===== src/rtl/chkv_pkg.sv =====
// ----------------------------------------------------------------------------
// chkv_pkg
// Shared codes for the chained hash key/value table.
// ----------------------------------------------------------------------------
package chkv_pkg;
	localparam logic [1:0] ACT_INSERT = 2'd0;
	localparam logic [1:0] ACT_DELETE = 2'd1;
	localparam logic [1:0] ACT_SEARCH = 2'd2;
	localparam logic [1:0] ST_OK        = 2'd0;
	localparam logic [1:0] ST_NOT_FOUND = 2'd1;
	localparam logic [1:0] ST_FULL      = 2'd2;
	localparam int KEY_W = 32;
	localparam int VAL_W = 32;
	localparam int HASH_SHIFT = 16;
endpackage


===== src/rtl/chkv_node_mem.sv =====
// ----------------------------------------------------------------------------
// chkv_node_mem
// Node pool memory: key, value and next link per node, registered read.
// ----------------------------------------------------------------------------
module chkv_node_mem #(
	parameter int NODE_COUNT = 64,
	parameter int LW = 7
) (
	input  logic                        clk,
	input  logic                        we,
	input  logic [$clog2(NODE_COUNT)-1:0] waddr,
	input  logic                        wr_kv,
	input  logic [chkv_pkg::KEY_W-1:0]  wkey,
	input  logic [chkv_pkg::VAL_W-1:0]  wval,
	input  logic [LW-1:0]               wnext,
	input  logic [$clog2(NODE_COUNT)-1:0] raddr,
	output logic [chkv_pkg::KEY_W-1:0]  rkey,
	output logic [chkv_pkg::VAL_W-1:0]  rval,
	output logic [LW-1:0]               rnext
);
	logic [chkv_pkg::KEY_W-1:0] key_mem [NODE_COUNT];
	logic [chkv_pkg::VAL_W-1:0] val_mem [NODE_COUNT];
	logic [LW-1:0]              next_mem [NODE_COUNT];

	always_ff @(posedge clk) begin
		if (we) begin
			next_mem[waddr] <= wnext;
			if (wr_kv) begin
				key_mem[waddr] <= wkey;
				val_mem[waddr] <= wval;
			end
		end
		rkey  <= key_mem[raddr];
		rval  <= val_mem[raddr];
		rnext <= next_mem[raddr];
	end
endmodule


===== config.mk =====
export PLATFORM = sky130hd
export DESIGN_NAME = chkv_node_mem
export DESIGN_NICKNAME = d
export VERILOG_FILES = /design/src/rtl/chkv_pkg.sv /design/src/rtl/chkv_node_mem.sv
export SDC_FILE = /design/constraint.sdc
export NUM_CORES = 2
export LEC_CHECK = 0
export BUFFER_PORTS_ARGS = -buffer_cell sky130_fd_sc_hd__buf_2
export CORE_MARGIN = 2
export CORE_UTILIZATION = 55
export CTS_BUF_LIST = sky130_fd_sc_hd__clkbuf_4
export CTS_CLUSTER_SIZE = 16
export DETAILED_ROUTE_END_ITERATION = 16
export PLACE_DENSITY_LB_ADDON = 0.25
export SLEW_MARGIN = 20
export SYNTH_ARGS = -nofsm -noshare
export SYNTH_HDL_FRONTEND = slang
export SYNTH_MEMORY_MAX_BITS = 65536
export SYNTH_SLANG_ARGS = --single-unit

===== constraint.sdc =====
create_clock -name clk -period 4.1 [get_ports clk]
set_input_delay 0.205 -clock clk [delete_from_list [all_inputs] [get_ports clk]]
set_output_delay 0.205 -clock clk [all_outputs]
set_load 0.03 [all_outputs]

==> run_results.csv <==
group,metric,value,unit
routing,routed_wl,473000,um
critical_path,cp-endpoint,"val_mem[34][19]$_DFFE_PP_",
critical_path,path_class,"primary input to flip-flop",
critical_path,rr_worst_depth,7,
logic_synthesis,ys_warn_count,0,
critical_path,cp_slowest_cell,"dlygate4sd3_1",
critical_path,r2r_slack,1.05,ns
layout,utilization,63.2,%
logic_synthesis,synthArstFlopShare,0,%
logic_synthesis,syn_avg_cell_area,23.3,um2
global_routing,grt_pass1_vias,91952,
timing,hold_violations,0,
timing,relSlewSlack,19.0,%
logic_synthesis,synth_cell_types,36,
placement,dpl_worst_slack,0.538,ns
cts,numCtsBuffers,1204,
routing,vias_per_cell,6.55,
logic_synthesis,netlist_area,0.173,mm2
logic_synthesis,yosys-top-cells-count,"edfxtp_1, mux4_2, o22ai_1, nor2_1, clkbuf_1",
logic_synthesis,synth_top_area_share,78.8,%
timing,tightest_slew,1.21,ns
routing,ant_nets,0,
timing,drv_slew,0,
logic_synthesis,synth_area_leaders,"edfxtp_1, mux4_2, o22ai_1",
critical_path,critPathArrivalTime,4.87,ns
timing,setup_viol,0,
die,fp.dieH,565,um
logic_synthesis,synth_ff_type,"edfxtp_1",
cts,path_clk_slew,0.06,ns
timing,fmax,274,MHz
global_routing,grt_usage,30.1,%
placement,place_congestion,0.811,
cts,cts-resized-gates,0,
pwr,leakage,0.0636,uW
cts,worst_skew_pair.late_latency,1.69,ns
critical_path,r2r-end,"rkey[30]$_DFF_P_",
placement,dp.final_hpwl,246000,um
logic_synthesis,synth_edf_count,4544,
critical_path,worstSetupEndpointType,"flip-flop",
critical_path,slowest_delay,0.89,ns
layout,nets,9002,
critical_path,r2r-start,"key_mem[39][30]$_DFFE_PP_",
critical_path,cpLargestDelayFamily,"buffers and inverters",
die,start_util,55.1,%
timing,setup_ws,0.447,ns
global_routing,antenna_found_initial,17,
critical_path,worstSetupStartpointType,"primary input",
global_routing,grt_max_degree,104,
timing,period_share,89.1,%
logic_synthesis,synth_top_area_cell,"edfxtp_1",
logic_synthesis,yosysMostFrequentCell,"edfxtp_1",
hold_path,hp-class,"primary input to flip-flop",
logic_synthesis,ys_seq_area_share,79.6,%
routing,drc,0,
routing,dr.pass1.iters,5,
cts,cts_tree,"built",
logic_synthesis,synth_nets,7529,
cts,clockBufferDepth,5,
logic_synthesis,ys_seq_elements,4615,
routing,wl_per_cell,34.2,um
pwr,ir_drop,306,uV
global_routing,overflow,0,
critical_path,crit_chain,"dlygate4sd3_1 > dlygate4sd3_1 > buf_2 > dlygate4sd3_1 > nor2b_1 > dlygate4sd3_1 > nand2_1 > dlygate4sd3_1 > buf_4 > nor2_4 > buf_12",
layout,drive_gt1_share,35.9,%
run_status,status,"finished clean",
die,dieArea,0.319,mm2
global_routing,grt_pass1_wl,666000,um
timing,clock_skew,0.115,ns
critical_path,crit_top_cell,"dlygate4sd3_1",
die,io_pins,157,
critical_path,crit_fanout,46,
die,core.rowCount,206,
layout,area_growth_syn_to_layout,14.7,%
cts,cts_sinks,4615,
die,coreArea,0.314,mm2
timing,rsz0062_at_grt,"false",
critical_path,cp-startpoint,"waddr[2]",
pwr,power_density,476,mW/mm2
routing,via_count,90524,
placement,portBuffers,156,
critical_path,required,5.31,ns
critical_path,worst-path-stages,11,
routing,drt_iter0_drc,11477,
die,die_w,565,um
timing,finalCriticalPeriod,3.65,ns
logic_synthesis,syn_inst,7443,
cts,clockRootBuffer,"clkbuf_4",
job,cap_violations,0,
critical_path,cp_num_buf_inv,8,
cts,cts-htree-levels,7,
## stage by stage
stage | total power (uW) | instance area, um2 | hold WS, ns | TNS [ns] | instances
after floorplan | 55700 | 173000 | 0.304 | -184.63 | 7443
after global routing | 97800 | 199000 | 0.133 | 0 | 13808
final | 94400 | 199000 | 0.162 | 0 | 13818
after detailed placement | 57800 | 181000 | 0.674 | 0 | 11613
after CTS | 95200 | 199000 | 0.00503 | 0 | 13797
after global placement | 57700 | 181000 | 0.678 | 0 | 11613
## how the worst min path moves through the flow
| stage | startpoint | cells past startpoint | to |
|---|---|---|---|
| floorplan | wkey[0] | 0 | key_mem[0][0]$_DFFE_PP_ |
| global placement | rval[9]$_DFF_P_ | 1 | rval[9] |
| detailed placement | rval[9]$_DFF_P_ | 1 | rval[9] |
| CTS | wnext[1] | 4 | next_mem[59][1]$_DFFE_PP_ |
| global route | wkey[20] | 4 | key_mem[28][20]$_DFFE_PP_ |
| finish | wval[1] | 4 | val_mem[60][1]$_DFFE_PP_ |
## layout make-up
| class | count | area [um2] |
|---|---|---|
| diodes | 21 | 52.6 |
| clock inverters | 202 | 1070 |
| well taps | 4160 | 5200 |
| fillers | 21064 | 116000 |
| inverters | 5 | 18.8 |
| repair buffers | 705 | 7850 |
| flip-flops and latches | 4615 | 138000 |
| multi-input cells | 2385 | 33600 |
| clock buffers | 1725 | 12900 |
## sequential cells by signal, indices dropped and copies added, names as in the netlist
signal,flops
rkey,32
next_mem,448
key_mem,2048
val_mem,2048
rval,32
rnext,7
## timing repair
item                                    in CTS  in global routing
hold buffers                               257                  0
endpoints found under the hold margin     9011                  0
buffers inserted                             0                  0
endpoints found under the setup margin       0                  0
## routing by layer
metal / part of all wire (%) / global-route usage, % / vias to the layer above
li1: - / - / 35790
met1: 37 / 41.0 / 47952
met2: 49 / 47.9 / 5924
met3: 11 / 6.75 / 852
met4: 3.1 / 12.1 / 6
met5: 0.0085 / 0 / -
## worst reg2reg max path, stage by stage, from the launching register on
cell and delay (ns):
edfxtp_1 0.36, mux4_2 0.47, a211oi_1 0.22, dlygate4sd3_1 0.57, nor3_1 0.05, dlygate4sd3_1 0.58
o22a_1 0.16, dlygate4sd3_1 0.55
## kinds of logic after synthesis
logic type	after synthesis	share of synthesized area, %
flip-flops	4615	79.6
multiplexers	1218	14.8
AO/OA/AOI/OAI	696	2.92
AND/OR/NAND/NOR	471	1.32
buffers and inverters	443	1.31
## layout by cell type, fill, tap and decap left out, types with 43 or more instances in the layout
cell	Yosys	final
a22oi_1	76	76
o22a_1	84	84
a211oi_1	106	106
edfxtp_1	4544	4544
buf_2	131	150
mux2i_1	137	137
buf_4	70	193
nor3_1	83	83
o22ai_1	285	285
nor2_4	0	64
clkinv_1	0	154
buf_12	0	126
o221ai_1	95	95
dlygate4sd3_1	0	190
nor2_1	194	129
nor2b_1	81	78
clkbuf_4	0	1725
dfxtp_1	71	71
mux4_2	1078	1078
buf_16	0	43
## where the power goes
part / switching [uW] / internal (uW)
Combinational: 3030 / 1880
Sequential: 209 / 52100
Clock: 17500 / 19800
(Power assumes the default switching activity.)
